[src/rtl/core/iqs_pkg.sv]
package iqs_pkg;

    localparam int MaxElements = 64;
    localparam int IdxW = $clog2(MaxElements);
    localparam int CntW = IdxW + 1;
    localparam int ValW = 32;
    localparam int SwapW = 24;
    localparam int CallW = 14;

    localparam logic [SwapW-1:0] SwapMax = '1;
    localparam logic [CallW-1:0] CallMax = '1;

    localparam logic [0:0] CfgScheme = 1'd0;
    localparam logic [0:0] CfgPivot = 1'd1;

    localparam logic [1:0] PivValue = 2'd0;
    localparam logic [1:0] PivMedian = 2'd1;

    typedef struct packed {
        logic signed [ValW-1:0] element;
        logic final_element;
    } t_in;

    typedef struct packed {
        logic signed [ValW-1:0] sorted_value;
        logic last_out;
        logic [SwapW-1:0] swap_count;
        logic [CallW-1:0] call_count;
    } t_out;

    typedef struct packed {
        logic [0:0] index;
        logic [1:0] data;
    } t_cfg;

    typedef enum logic [2:0] {
        OpNone,
        OpRead,
        OpWrite,
        OpPush,
        OpPop
    } t_op;

    // controller -> datapath
    typedef struct packed {
        t_op op;
        logic [IdxW-1:0] addr;
        logic signed [ValW-1:0] wdata;
        logic [2*CntW-1:0] sdata;
        logic div_start;
        logic [ValW-1:0] div_num;
        logic [CntW-1:0] div_den;
    } t_cmd;

    // datapath -> controller
    typedef struct packed {
        logic signed [ValW-1:0] rdata;
        logic [2*CntW-1:0] sdata;
        logic [IdxW:0] sp;
        logic div_busy;
        logic [CntW-1:0] div_rem;
    } t_sts;

endpackage

[src/rtl/core/iqs_ram.sv]
module iqs_ram #(
    parameter int Width = 32,
    parameter int Depth = 64
) (
    input  logic i_clk,
    input  logic i_we,
    input  logic [$clog2(Depth)-1:0] i_addr,
    input  logic [Width-1:0] i_wdata,
    output logic [Width-1:0] o_rdata
);
    logic [Width-1:0] r_mem [Depth];

    always_ff @(posedge i_clk) begin
        if (i_we) begin
            r_mem[i_addr] <= i_wdata;
        end
        o_rdata <= r_mem[i_addr];
    end
endmodule

[src/rtl/core/iqs_datapath.sv]
module iqs_datapath (
    input  logic i_clk,
    input  logic i_rst_n,
    input  iqs_pkg::t_cmd i_cmd,
    output iqs_pkg::t_sts o_sts
);
    import iqs_pkg::*;

    logic [IdxW:0] r_sp, n_sp;
    logic [IdxW-1:0] w_saddr;
    logic w_swe;
    logic [2*CntW-1:0] w_srd;
    logic signed [ValW-1:0] w_erd;

    // restoring divider, one quotient bit a cycle
    logic [5:0] r_dcnt;
    logic [ValW-1:0] r_dnum;
    logic [CntW-1:0] r_drem;
    logic [CntW-1:0] r_dden;
    logic [CntW:0] w_dtry;

    iqs_ram #(.Width(ValW), .Depth(MaxElements)) u_store (
        .i_clk(i_clk),
        .i_we(i_cmd.op == OpWrite),
        .i_addr(i_cmd.addr),
        .i_wdata(i_cmd.wdata),
        .o_rdata(w_erd)
    );

    assign w_swe = (i_cmd.op == OpPush) && (r_sp < (IdxW+1)'(MaxElements));
    assign w_saddr = (i_cmd.op == OpPop) ? r_sp[IdxW-1:0] - 1'b1 : r_sp[IdxW-1:0];

    iqs_ram #(.Width(2*CntW), .Depth(MaxElements)) u_stack (
        .i_clk(i_clk),
        .i_we(w_swe),
        .i_addr(w_saddr),
        .i_wdata(i_cmd.sdata),
        .o_rdata(w_srd)
    );

    always_comb begin
        n_sp = r_sp;
        if (w_swe) begin
            n_sp = r_sp + 1'b1;
        end else if (i_cmd.op == OpPop) begin
            n_sp = r_sp - 1'b1;
        end
    end

    assign w_dtry = {r_drem, r_dnum[ValW-1]} - {1'b0, r_dden};

    always_ff @(posedge i_clk) begin
        if (!i_rst_n) begin
            r_sp <= '0;
            r_dcnt <= '0;
        end else begin
            r_sp <= n_sp;
            if (i_cmd.div_start) begin
                r_dcnt <= 6'(ValW);
            end else if (r_dcnt != 0) begin
                r_dcnt <= r_dcnt - 1'b1;
            end
        end
        if (i_cmd.div_start) begin
            r_dnum <= i_cmd.div_num;
            r_drem <= '0;
            r_dden <= i_cmd.div_den;
        end else if (r_dcnt != 0) begin
            r_dnum <= {r_dnum[ValW-2:0], 1'b0};
            r_drem <= w_dtry[CntW] ? {r_drem[CntW-2:0], r_dnum[ValW-1]} : w_dtry[CntW-1:0];
        end
    end

    assign o_sts.rdata = w_erd;
    assign o_sts.sdata = w_srd;
    assign o_sts.sp = r_sp;
    assign o_sts.div_busy = (r_dcnt != 0) || i_cmd.div_start;
    assign o_sts.div_rem = r_drem;
endmodule

[src/rtl/core/iqs_ctrl.sv]
module iqs_ctrl (
    input  logic i_clk,
    input  logic i_rst_n,
    input  logic i_start,
    input  iqs_pkg::t_in i_in,
    input  logic i_scheme,
    input  logic [1:0] i_pivot,
    input  iqs_pkg::t_sts i_sts,
    output iqs_pkg::t_cmd o_cmd,
    output logic o_busy,
    output logic o_valid,
    output iqs_pkg::t_out o_res
);
    import iqs_pkg::*;

    localparam logic [4:0] SIdle = 5'd0;
    localparam logic [4:0] SPop = 5'd1;
    localparam logic [4:0] SPopW = 5'd2;
    localparam logic [4:0] SPivSel = 5'd3;
    localparam logic [4:0] SDiv = 5'd4;
    localparam logic [4:0] SMedA = 5'd5;
    localparam logic [4:0] SMedB = 5'd6;
    localparam logic [4:0] SMedC = 5'd7;
    localparam logic [4:0] SMedD = 5'd8;
    localparam logic [4:0] SSwRd = 5'd9;
    localparam logic [4:0] SSwA = 5'd10;
    localparam logic [4:0] SSwB = 5'd11;
    localparam logic [4:0] SSwW = 5'd12;
    localparam logic [4:0] SPivRd = 5'd13;
    localparam logic [4:0] SPivW = 5'd14;
    localparam logic [4:0] SLoop = 5'd15;
    localparam logic [4:0] SLoopW = 5'd16;
    localparam logic [4:0] SHy = 5'd17;
    localparam logic [4:0] SHyW = 5'd18;
    localparam logic [4:0] SHx = 5'd19;
    localparam logic [4:0] SHxW = 5'd20;
    localparam logic [4:0] SPushR = 5'd21;
    localparam logic [4:0] SPushL = 5'd22;
    localparam logic [4:0] SOutRd = 5'd23;
    localparam logic [4:0] SOutW = 5'd24;
    localparam logic [4:0] SValR = 5'd25;

    // swap continuation
    localparam logic [1:0] RetPiv = 2'd0;
    localparam logic [1:0] RetLoop = 2'd1;
    localparam logic [1:0] RetFin = 2'd2;
    localparam logic [1:0] RetH = 2'd3;

    logic [4:0] r_st, n_st;
    logic [CntW-1:0] r_tot, n_tot;
    logic [SwapW-1:0] r_sw, n_sw;
    logic [CallW-1:0] r_call, n_call;
    // signed loop indices (one bit wider than counts)
    logic signed [CntW:0] r_lo, n_lo, r_hi, n_hi, r_x, n_x, r_y, n_y;
    logic signed [CntW:0] r_p, n_p;
    logic signed [ValW-1:0] r_piv, n_piv, r_ta, n_ta, r_tb, n_tb;
    logic signed [ValW-1:0] r_m0, n_m0, r_m1, n_m1;
    logic [IdxW-1:0] r_sa, n_sa, r_sb, n_sb;
    logic [1:0] r_ret, n_ret;
    logic r_swp, n_swp;
    logic r_val, n_val;
    t_out r_res, n_res;
    logic [CntW-1:0] r_k, n_k;

    logic signed [CntW:0] w_len;
    logic signed [CntW+1:0] w_len3;
    logic signed [CntW:0] w_i0, w_i1, w_i2;
    logic [ValW-1:0] w_mag;

    assign w_len = r_hi - r_lo + 2'sd1;
    assign w_len3 = (CntW+2)'(w_len) * (CntW+2)'(3);
    assign w_i0 = r_lo + (w_len >>> 2);
    assign w_i1 = r_lo + (w_len >>> 1);
    assign w_i2 = r_lo + (CntW+1)'(w_len3 >>> 2);
    assign w_mag = i_sts.rdata[ValW-1] ? ValW'(-i_sts.rdata) : ValW'(i_sts.rdata);

    function automatic logic [SwapW-1:0] f_swinc(input logic [SwapW-1:0] v);
        return (v == SwapMax) ? v : v + 1'b1;
    endfunction
    function automatic logic [CallW-1:0] f_cinc(input logic [CallW-1:0] v);
        return (v == CallMax) ? v : v + 1'b1;
    endfunction

    always_comb begin
        logic signed [CntW:0] plo, phi;
        logic b01, b02, b12, b10, b20, b21;
        n_st = r_st; n_tot = r_tot; n_sw = r_sw; n_call = r_call;
        n_lo = r_lo; n_hi = r_hi; n_x = r_x; n_y = r_y; n_p = r_p;
        n_piv = r_piv; n_ta = r_ta; n_tb = r_tb; n_m0 = r_m0; n_m1 = r_m1;
        n_sa = r_sa; n_sb = r_sb; n_ret = r_ret; n_swp = r_swp;
        n_val = 1'b0; n_res = r_res; n_k = r_k;
        o_cmd = '0;
        o_cmd.op = OpNone;
        plo = '0; phi = '0;
        b01 = 1'b0; b02 = 1'b0; b12 = 1'b0; b10 = 1'b0; b20 = 1'b0; b21 = 1'b0;
        unique case (r_st)
            SIdle: begin
                if (i_start) begin
                    if (r_tot < CntW'(MaxElements)) begin
                        o_cmd.op = OpWrite;
                        o_cmd.addr = r_tot[IdxW-1:0];
                        o_cmd.wdata = i_in.element;
                        n_tot = r_tot + 1'b1;
                    end
                    if (i_in.final_element) begin
                        n_sw = '0;
                        n_call = '0;
                        n_lo = '0;
                        n_hi = (CntW+1)'(n_tot) - 2'sd1;
                        n_st = SPushL;
                    end
                end
            end
            SPop: begin
                if (i_sts.sp == 0) begin
                    n_k = '0;
                    n_st = (r_tot == 0) ? SIdle : SOutRd;
                end else begin
                    o_cmd.op = OpPop;
                    n_st = SPopW;
                end
            end
            SPopW: begin
                n_lo = (CntW+1)'(i_sts.sdata[2*CntW-1:CntW]);
                n_hi = (CntW+1)'(i_sts.sdata[CntW-1:0]) - 2'sd1;
                n_call = f_cinc(r_call);
                n_st = SPivSel;
            end
            SPivSel: begin
                if (i_pivot == PivValue) begin
                    o_cmd.op = OpRead;
                    o_cmd.addr = r_lo[IdxW-1:0];
                    n_st = SValR;
                end else if (i_pivot == PivMedian) begin
                    o_cmd.op = OpRead;
                    o_cmd.addr = w_i0[IdxW-1:0];
                    n_st = SMedA;
                end else begin
                    n_st = SPivRd;
                end
            end
            SValR: begin
                o_cmd.div_start = 1'b1;
                o_cmd.div_num = w_mag;
                o_cmd.div_den = CntW'(w_len);
                n_st = SDiv;
            end
            SDiv: begin
                if (!i_sts.div_busy) begin
                    n_p = r_lo + (CntW+1)'(i_sts.div_rem);
                    n_st = SMedD;
                end
            end
            SMedA: begin
                n_m0 = i_sts.rdata;
                o_cmd.op = OpRead;
                o_cmd.addr = w_i1[IdxW-1:0];
                n_st = SMedB;
            end
            SMedB: begin
                n_m1 = i_sts.rdata;
                o_cmd.op = OpRead;
                o_cmd.addr = w_i2[IdxW-1:0];
                n_st = SMedC;
            end
            SMedC: begin
                // keys ordered by value then slot
                b01 = (r_m0 < r_m1) || (r_m0 == r_m1);
                b02 = (r_m0 < i_sts.rdata) || (r_m0 == i_sts.rdata);
                b12 = (r_m1 < i_sts.rdata) || (r_m1 == i_sts.rdata);
                b10 = !b01; b20 = !b02; b21 = !b12;
                if ((b10 ^ b20)) begin
                    n_p = w_i0;
                end else if ((b01 ^ b21)) begin
                    n_p = w_i1;
                end else if ((b02 ^ b12)) begin
                    n_p = w_i2;
                end else begin
                    n_p = w_i1;
                end
                n_st = SMedD;
            end
            SMedD: begin
                // swap pivot into place
                n_sa = i_scheme ? r_lo[IdxW-1:0] : r_hi[IdxW-1:0];
                n_sb = r_p[IdxW-1:0];
                n_ret = RetPiv;
                n_st = SSwRd;
            end
            SSwRd: begin
                o_cmd.op = OpRead;
                o_cmd.addr = r_sa;
                n_st = SSwA;
            end
            SSwA: begin
                n_ta = i_sts.rdata;
                o_cmd.op = OpRead;
                o_cmd.addr = r_sb;
                n_st = SSwB;
            end
            SSwB: begin
                n_tb = i_sts.rdata;
                n_st = SSwW;
            end
            SSwW: begin
                if (!r_swp) begin
                    o_cmd.op = OpWrite;
                    o_cmd.addr = r_sa;
                    o_cmd.wdata = r_tb;
                    n_swp = 1'b1;
                end else begin
                    o_cmd.op = OpWrite;
                    o_cmd.addr = r_sb;
                    o_cmd.wdata = r_ta;
                    n_swp = 1'b0;
                    n_sw = f_swinc(r_sw);
                    unique case (r_ret)
                        RetPiv: n_st = SPivRd;
                        RetLoop: begin
                            n_y = r_y + 2'sd1;
                            n_st = SLoop;
                        end
                        RetFin: begin
                            n_p = r_x;
                            n_st = SPushR;
                        end
                        RetH: n_st = SHy;
                        default: n_st = SIdle;
                    endcase
                end
            end
            SPivRd: begin
                o_cmd.op = OpRead;
                o_cmd.addr = i_scheme ? r_lo[IdxW-1:0] : r_hi[IdxW-1:0];
                n_x = r_lo - 2'sd1;
                n_y = i_scheme ? r_hi + 2'sd1 : r_lo;
                n_st = SPivW;
            end
            SPivW: begin
                n_piv = i_sts.rdata;
                n_st = i_scheme ? SHy : SLoop;
            end
            SLoop: begin
                if (r_y < r_hi) begin
                    o_cmd.op = OpRead;
                    o_cmd.addr = r_y[IdxW-1:0];
                    n_st = SLoopW;
                end else begin
                    n_x = r_x + 2'sd1;
                    n_sa = n_x[IdxW-1:0];
                    n_sb = r_hi[IdxW-1:0];
                    n_ret = RetFin;
                    n_st = SSwRd;
                end
            end
            SLoopW: begin
                if (i_sts.rdata <= r_piv) begin
                    n_x = r_x + 2'sd1;
                    n_sa = n_x[IdxW-1:0];
                    n_sb = r_y[IdxW-1:0];
                    n_ret = RetLoop;
                    n_st = SSwRd;
                end else begin
                    n_y = r_y + 2'sd1;
                    n_st = SLoop;
                end
            end
            SHy: begin
                n_y = r_y - 2'sd1;
                o_cmd.op = OpRead;
                o_cmd.addr = n_y[IdxW-1:0];
                n_st = SHyW;
            end
            SHyW: begin
                if (r_y > r_lo && i_sts.rdata > r_piv) begin
                    n_y = r_y - 2'sd1;
                    o_cmd.op = OpRead;
                    o_cmd.addr = n_y[IdxW-1:0];
                end else begin
                    n_x = r_x + 2'sd1;
                    o_cmd.op = OpRead;
                    o_cmd.addr = n_x[IdxW-1:0];
                    n_st = SHxW;
                end
            end
            SHx: n_st = SHxW;
            SHxW: begin
                if (r_x < r_hi && i_sts.rdata < r_piv) begin
                    n_x = r_x + 2'sd1;
                    o_cmd.op = OpRead;
                    o_cmd.addr = n_x[IdxW-1:0];
                end else if (r_x < r_y) begin
                    n_sa = r_x[IdxW-1:0];
                    n_sb = r_y[IdxW-1:0];
                    n_ret = RetH;
                    n_st = SSwRd;
                end else begin
                    n_p = r_y;
                    n_st = SPushR;
                end
            end
            SPushR: begin
                plo = r_p + 2'sd1;
                phi = r_hi;
                if (plo >= phi) begin
                    n_call = f_cinc(r_call);
                end else begin
                    o_cmd.op = OpPush;
                    o_cmd.sdata = {CntW'(plo), CntW'(phi + 2'sd1)};
                end
                n_hi = i_scheme ? r_p : r_p - 2'sd1;
                n_st = SPushL;
            end
            SPushL: begin
                if (r_lo >= r_hi) begin
                    n_call = f_cinc(r_call);
                end else begin
                    o_cmd.op = OpPush;
                    o_cmd.sdata = {CntW'(r_lo), CntW'(r_hi + 2'sd1)};
                end
                n_st = SPop;
            end
            SOutRd: begin
                o_cmd.op = OpRead;
                o_cmd.addr = r_k[IdxW-1:0];
                n_st = SOutW;
            end
            SOutW: begin
                n_val = 1'b1;
                n_res.sorted_value = i_sts.rdata;
                n_res.last_out = (r_k + 1'b1 == r_tot);
                n_res.swap_count = r_sw;
                n_res.call_count = r_call;
                n_k = r_k + 1'b1;
                if (r_k + 1'b1 == r_tot) begin
                    n_tot = '0;
                    n_st = SIdle;
                end else begin
                    n_st = SOutRd;
                end
            end
            default: n_st = SIdle;
        endcase
    end

    always_ff @(posedge i_clk) begin
        if (!i_rst_n) begin
            r_st <= SIdle;
            r_tot <= '0;
            r_sw <= '0;
            r_call <= '0;
            r_swp <= 1'b0;
            r_val <= 1'b0;
        end else begin
            r_st <= n_st;
            r_tot <= n_tot;
            r_sw <= n_sw;
            r_call <= n_call;
            r_swp <= n_swp;
            r_val <= n_val;
        end
        r_lo <= n_lo; r_hi <= n_hi; r_x <= n_x; r_y <= n_y; r_p <= n_p;
        r_piv <= n_piv; r_ta <= n_ta; r_tb <= n_tb; r_m0 <= n_m0; r_m1 <= n_m1;
        r_sa <= n_sa; r_sb <= n_sb; r_ret <= n_ret; r_res <= n_res; r_k <= n_k;
    end

    assign o_busy = (r_st != SIdle);
    assign o_valid = r_val;
    assign o_res = r_res;
endmodule

[src/rtl/core/instrumented_quicksort_engine.sv]
// Instrumented quicksort engine.
// Input: raise start with busy low to load one element beat; a beat with
// final_element set ends the set (up to 64 kept, extras dropped) and starts
// the sort. busy stays high until the last result has gone out.
// Sorting runs on one single-port element RAM plus a range-stack RAM; each
// Lomuto compare and each Hoare scan step reads one element, and each swap
// reads both slots and writes them back. Value pivot mode adds, per
// partition, a pass through the one-bit-a-cycle remainder unit and the pivot
// swap; median mode adds three reads and the pivot swap.
// Results: beats on o_valid, in ascending order, each
// carrying the run's saturating swap and call counts; last_out marks the end.
// The receiver cannot stall: every o_valid beat is taken.
// Configuration: i_cfg_valid/o_cfg_ready write scheme (index 0) or pivot
// mode (index 1); ready is always high; the user makes writes only while idle
// and the block does not enforce it. Reset (synchronous, active low) clears
// counts, selects Lomuto with fixed end pivot, leaves the RAMs as they are.
module instrumented_quicksort_engine (
    input  logic i_clk,
    input  logic i_rst_n,
    input  logic start,
    output logic busy,
    input  iqs_pkg::t_in i_in,
    output logic o_valid,
    output iqs_pkg::t_out o_res,
    input  logic i_cfg_valid,
    output logic o_cfg_ready,
    input  iqs_pkg::t_cfg i_cfg
);
    import iqs_pkg::*;

    logic r_scheme;
    logic [1:0] r_pivot;
    t_cmd w_cmd;
    t_sts w_sts;

    assign o_cfg_ready = 1'b1;

    always_ff @(posedge i_clk) begin
        if (!i_rst_n) begin
            r_scheme <= 1'b0;
            r_pivot <= 2'd2;
        end else if (i_cfg_valid) begin
            unique case (i_cfg.index)
                CfgScheme: r_scheme <= i_cfg.data[0];
                CfgPivot: r_pivot <= i_cfg.data;
                default: r_scheme <= r_scheme;
            endcase
        end
    end

    iqs_ctrl u_ctrl (
        .i_clk(i_clk),
        .i_rst_n(i_rst_n),
        .i_start(start && !busy),
        .i_in(i_in),
        .i_scheme(r_scheme),
        .i_pivot(r_pivot),
        .i_sts(w_sts),
        .o_cmd(w_cmd),
        .o_busy(busy),
        .o_valid(o_valid),
        .o_res(o_res)
    );

    iqs_datapath u_dp (
        .i_clk(i_clk),
        .i_rst_n(i_rst_n),
        .i_cmd(w_cmd),
        .o_sts(w_sts)
    );

`ifndef SYNTHESIS
    a_no_out_idle: assert property (@(posedge i_clk) disable iff (!i_rst_n)
        o_valid |-> $past(busy)) else $error("result while idle");
    a_last_ends: assert property (@(posedge i_clk) disable iff (!i_rst_n)
        (o_valid && o_res.last_out) |-> !busy) else $error("busy after last");
    a_stack_bound: assert property (@(posedge i_clk) disable iff (!i_rst_n)
        w_sts.sp <= (IdxW+1)'(MaxElements)) else $error("stack overrun");
`endif
endmodule

[config.mk]
export PLATFORM = sky130hd
export DESIGN_NAME = instrumented_quicksort_engine
export DESIGN_NICKNAME = d
export VERILOG_FILES = /design/src/rtl/core/iqs_pkg.sv /design/src/rtl/core/iqs_ram.sv /design/src/rtl/core/iqs_datapath.sv /design/src/rtl/core/iqs_ctrl.sv /design/src/rtl/core/instrumented_quicksort_engine.sv
export SDC_FILE = /design/constraint.sdc
export NUM_CORES = 2
export LEC_CHECK = 0
export BUFFER_PORTS_ARGS = -buffer_cell sky130_fd_sc_hd__buf_2
export CAP_MARGIN = 30
export CORE_MARGIN = 5
export CORE_UTILIZATION = 35
export CTS_CLUSTER_DIAMETER = 200
export CTS_CLUSTER_SIZE = 14
export DETAILED_ROUTE_END_ITERATION = 8
export HOLD_SLACK_MARGIN = 0.05
export PLACE_DENSITY = 0.47
export SLEW_MARGIN = 25
export SYNTH_ARGS = -nofsm -noshare
export SYNTH_HDL_FRONTEND = slang
export SYNTH_SLANG_ARGS = --single-unit
[constraint.sdc]
create_clock -name i_clk -period 19.9 [get_ports i_clk]
set_clock_uncertainty 0.15 [all_clocks]
set_input_delay 1.99 -clock i_clk [delete_from_list [all_inputs] [get_ports i_clk]]
set_output_delay 1.99 -clock i_clk [all_outputs]
set_load 0.01 [all_outputs]
==> metrics.csv <==
stage,metric,value,unit
power_and_ir_drop,Leak,52.8,nW
routing,Routed Antenna Nets,0,
clock_tree,Clock Latency Late Sink,0.93,ns
worst_setup_path,reg2reg end,u_dp.u_store.o_rdata[4],
worst_setup_path,FF-to-FF path depth,24,
routing,vias,81400,
clock_tree,Clock transition at path regs,0.08,ns
timing,"Hold Vio Cnt, Final",0,
floorplanning,Initial Utilization,0.351,
final_layout,Layout area overhead,12.2,%
placed_design,port buffer count,112,
timing,Max-slew headroom,0.267,
logic_synthesis,Syn Nets,9321,
worst_setup_path,critical path arrival,10.37,ns
worst_setup_path,Critical Path Max Stage Delay,0.88,ns
worst_setup_path,Crit path top cell by count,inv_1,
timing,Setup WS post-layout,10.13,ns
power_and_ir_drop,PwrDens,157,nW/um^2
logic_synthesis,Post-Syn Instances,9021,
worst_setup_path,top cell family by delay on the critical path,adder cells,
clock_tree,Num CTS Buffers,280,
timing,RSZ-0062 raised after global routing,no,
routing,final WL,442000,um
clock_tree,Hold Buf Count CTS,0,
placed_design,Routability Congestion,0.906,
worst_setup_path,CP max-delay cell,a2111oi_1,
logic_synthesis,dominant synthesized flop cell,edfxtp_1,
final_layout,final-layout fill cell count,36900,
clock_tree,CTS H-tree depth,5,
logic_synthesis,Mapped Area,141000,sq um
placed_design,DP HPWL,266000,um
run_status,status,"complete, no violations",
logic_synthesis,Post-synth EDFFs,3274,
clock_tree,TritonCTS clock tree,yes,
clock_tree,post-CTS setup buffers,0,
worst_setup_path,reg2reg setup slack,10.13,ns
worst_hold_path,WHS Endpoint,u_ctrl.o_res[28],
timing,achievable frequency,102,MHz
floorplanning,DIE HEIGHT,645,um
logic_synthesis,leading area contributor after synthesis,edfxtp_1,
run,maxcap violations,0,
floorplanning,die area,416000,sq um
worst_setup_path,critical path launch point,u_ctrl.r_lo[1],
logic_synthesis,sequential area share after synthesis,0.715,
logic_synthesis,most numerous cell in the Yosys netlist,edfxtp_1,
logic_synthesis,Yosys warnings,0,
grt,vias in the first global route,79000,
worst_hold_path,min-delay src,u_ctrl.r_sw[14],
clock_tree,clk sink count,3395,
routing,drt pass-1 iters,7,
worst_hold_path,Hold Path Stages,0,
final_layout,max reg flops,2048,
timing,crit path time final,9.77,ns
logic_synthesis,Area contributors post-synth,"edfxtp_1, mux2i_1, mux4_2",
worst_setup_path,Setup CP Type,flop to flop,
power_and_ir_drop,largest vdd supply drop,0.256,mV
worst_setup_path,crit-path max FO,46,
grt,final global-route overflow total,0,
final_layout,Layout Nets,9572,
routing,drt wl/cell,30.1,um
grt,global-route wire length before repair,618000,um
logic_synthesis,Async SR Flop Fraction,0,
floorplanning,core area,402000,sq um
clock_tree,maximum clock insertion buffer count,4,
timing,TNS Setup,0,ns
final_layout,Top reg by flops,u_dp.u_store.r_mem,
logic_synthesis,count of different cell masters after synthesis,102,
final_layout,layout cells sized above 1,0.139,
worst_hold_path,kind of path behind the tightest hold check,flop to flop,
logic_synthesis,Yosys top cell area share,0.697,
worst_setup_path,R2R Path Start,u_ctrl.r_lo[1],
worst_setup_path,crit path buf inv count,7,
logic_synthesis,"top cells by count, synth","edfxtp_1, nand2_1, mux2i_1",
grt,largest net degree at the start of global routing,127,
worst_setup_path,Startpoint Class,flop,
floorplanning,Die W,645,um
worst_setup_path,CP required,20.50,ns
logic_synthesis,"FF+latch count, synth",3395,
routing,drt initial violations,9342,
timing,worst-margin pin slew,1.10,ns
clock_tree,post_cts resized,0,
timing,max-slew violations,0,
grt,GRT Total Usage,0.205,
floorplanning,I/O pin cnt,114,
placed_design,dpl ws,10.20,ns
clock_tree,root buffer cell,clkbuf_16,
worst_setup_path,Worst Setup End Kind,flop,
timing,Final Cycle Share,0.491,
routing,Vias/cell,5.55,
grt,initial antenna violation count,47,
timing,Hold WS,0.333,ns
timing,Final setup viols,0,
floorplanning,standard-cell row count,233,
worst_setup_path,"Cell Chain, Critical Path",ha_1 -> inv_1 -> ha_1 -> inv_1 -> fa_1 -> xor2_1 -> inv_1 -> ha_1 -> inv_1 -> fa_1 -> fa_1 -> xor2_1 -> nor3_1 -> a211oi_1 -> nand3_1 -> a2111oi_1 -> and3_4 -> buf_4 -> buf_4 -> buf_4 -> mux2i_1 -> a22oi_1 -> and4_1 -> nand4_1,
logic_synthesis,Syn Area/Cell,15.6,sq um
routing,Residual DRC,0,
[power by group]
group          switching, mW  leakage, nW  total (mW)  internal [mW]
Sequential             0.225         29.4        8.85           8.63
Combinational           7.33         19.7        10.8           3.46
Clock                   2.52         3.74        5.16           2.64
Total                   10.1         52.8        24.8           14.7
[how the worst max path moves through the flow]
| stage | to | slack, ns | cells after the start |
|---|---|---|---|
| finish | u_dp.u_store.o_rdata[4] | 10.13 | 24 |
| global placement | u_dp.u_store.o_rdata[4] | 10.23 | 24 |
| floorplan | u_dp.u_store.r_mem[0][0] | 12.40 | 24 |
| global route | u_dp.u_store.o_rdata[4] | 9.68 | 24 |
| detailed placement | u_dp.u_store.o_rdata[4] | 10.20 | 24 |
| CTS | u_dp.u_store.o_rdata[4] | 10.16 | 24 |
[worst register-to-register path, stage by stage, from the launching register on]
cell and delay [ns]:
edfxtp_1 0.69, ha_1 0.34, inv_1 0.08, ha_1 0.17
inv_1 0.07, fa_1 0.46, xor2_1 0.38, inv_1 0.18
ha_1 0.34, inv_1 0.06, fa_1 0.49, fa_1 0.43
xor2_1 0.28, nor3_1 0.08, a211oi_1 0.25, nand3_1 0.13
a2111oi_1 0.88, and3_4 0.72, buf_4 0.49, buf_4 0.67
buf_4 0.63, mux2i_1 0.15, a22oi_1 0.78, and4_1 0.58
nand4_1 0.12
[stage by stage]
step / util / area [sq um] / std cells / total power, mW
global placement: 0.372 / 150000 / 14200 / 19.7
CTS: 0.393 / 158000 / 14700 / 24.9
global route: 0.393 / 158000 / 14700 / 25.9
finish: 0.393 / 158000 / 14700 / 24.8
detailed placement: 0.374 / 150000 / 14300 / 19.8
floorplan: - / 141000 / 9021 / 15.6
[per-layer routing]
| layer | global-route usage | vias to the layer above | share of wire |
|---|---|---|---|
| li1 | - | 35500 | - |
| met1 | 0.302 | 42500 | 0.45 |
| met2 | 0.322 | 2921 | 0.46 |
| met3 | 0.0286 | 516 | 0.066 |
| met4 | 0.0497 | 2 | 0.027 |
| met5 | 0 | - | 0.000029 |
[final cells by class]
cell class	instances	area [sq um]	share of cell area
Sequential cell	3395	101000	0.637
Multi-Input combinational cell	4956	38800	0.245
Clock buffer	374	7530	0.0476
Tap cell	5287	6620	0.0418
Timing Repair Buffer	452	3570	0.0226
Inverter	187	703	0.00445
Clock inverter	16	188	0.00119
Antenna cell	10	25.0	0.000158
[cell usage in the layout, fill, tap and decap left out, types with 53 or more instances in the layout]
cell type and n:
a211oi_1 103, a21o_1 70, a21oi_1 302, a22o_1 55
a22oi_1 190, a31oi_1 71, and3_1 84, buf_2 117
buf_4 285, clkbuf_1 86, clkbuf_16 288, dfxtp_1 119
edfxtp_1 3274, ha_1 252, inv_1 184, mux2_2 66
mux2i_1 790, mux4_2 224, nand2_1 964, nand3_1 215
nand4_1 112, nor2_1 213, nor2_4 79, nor3_1 53
o21ai_0 175, o22ai_1 82, xnor2_1 114
[cell families after synthesis]
group | count (synthesis) | synth area share
compound gates | 1397 | 0.0667
fa+ha+maj | 260 | 0.0235
mux | 1082 | 0.0973
simple gates | 2048 | 0.0666
flops | 3395 | 0.715
other cells | 1 | 0.0000266
xor+xnor | 168 | 0.0104
buf+inv | 670 | 0.0207
Note: power is estimated with default switching activity, not from simulation.
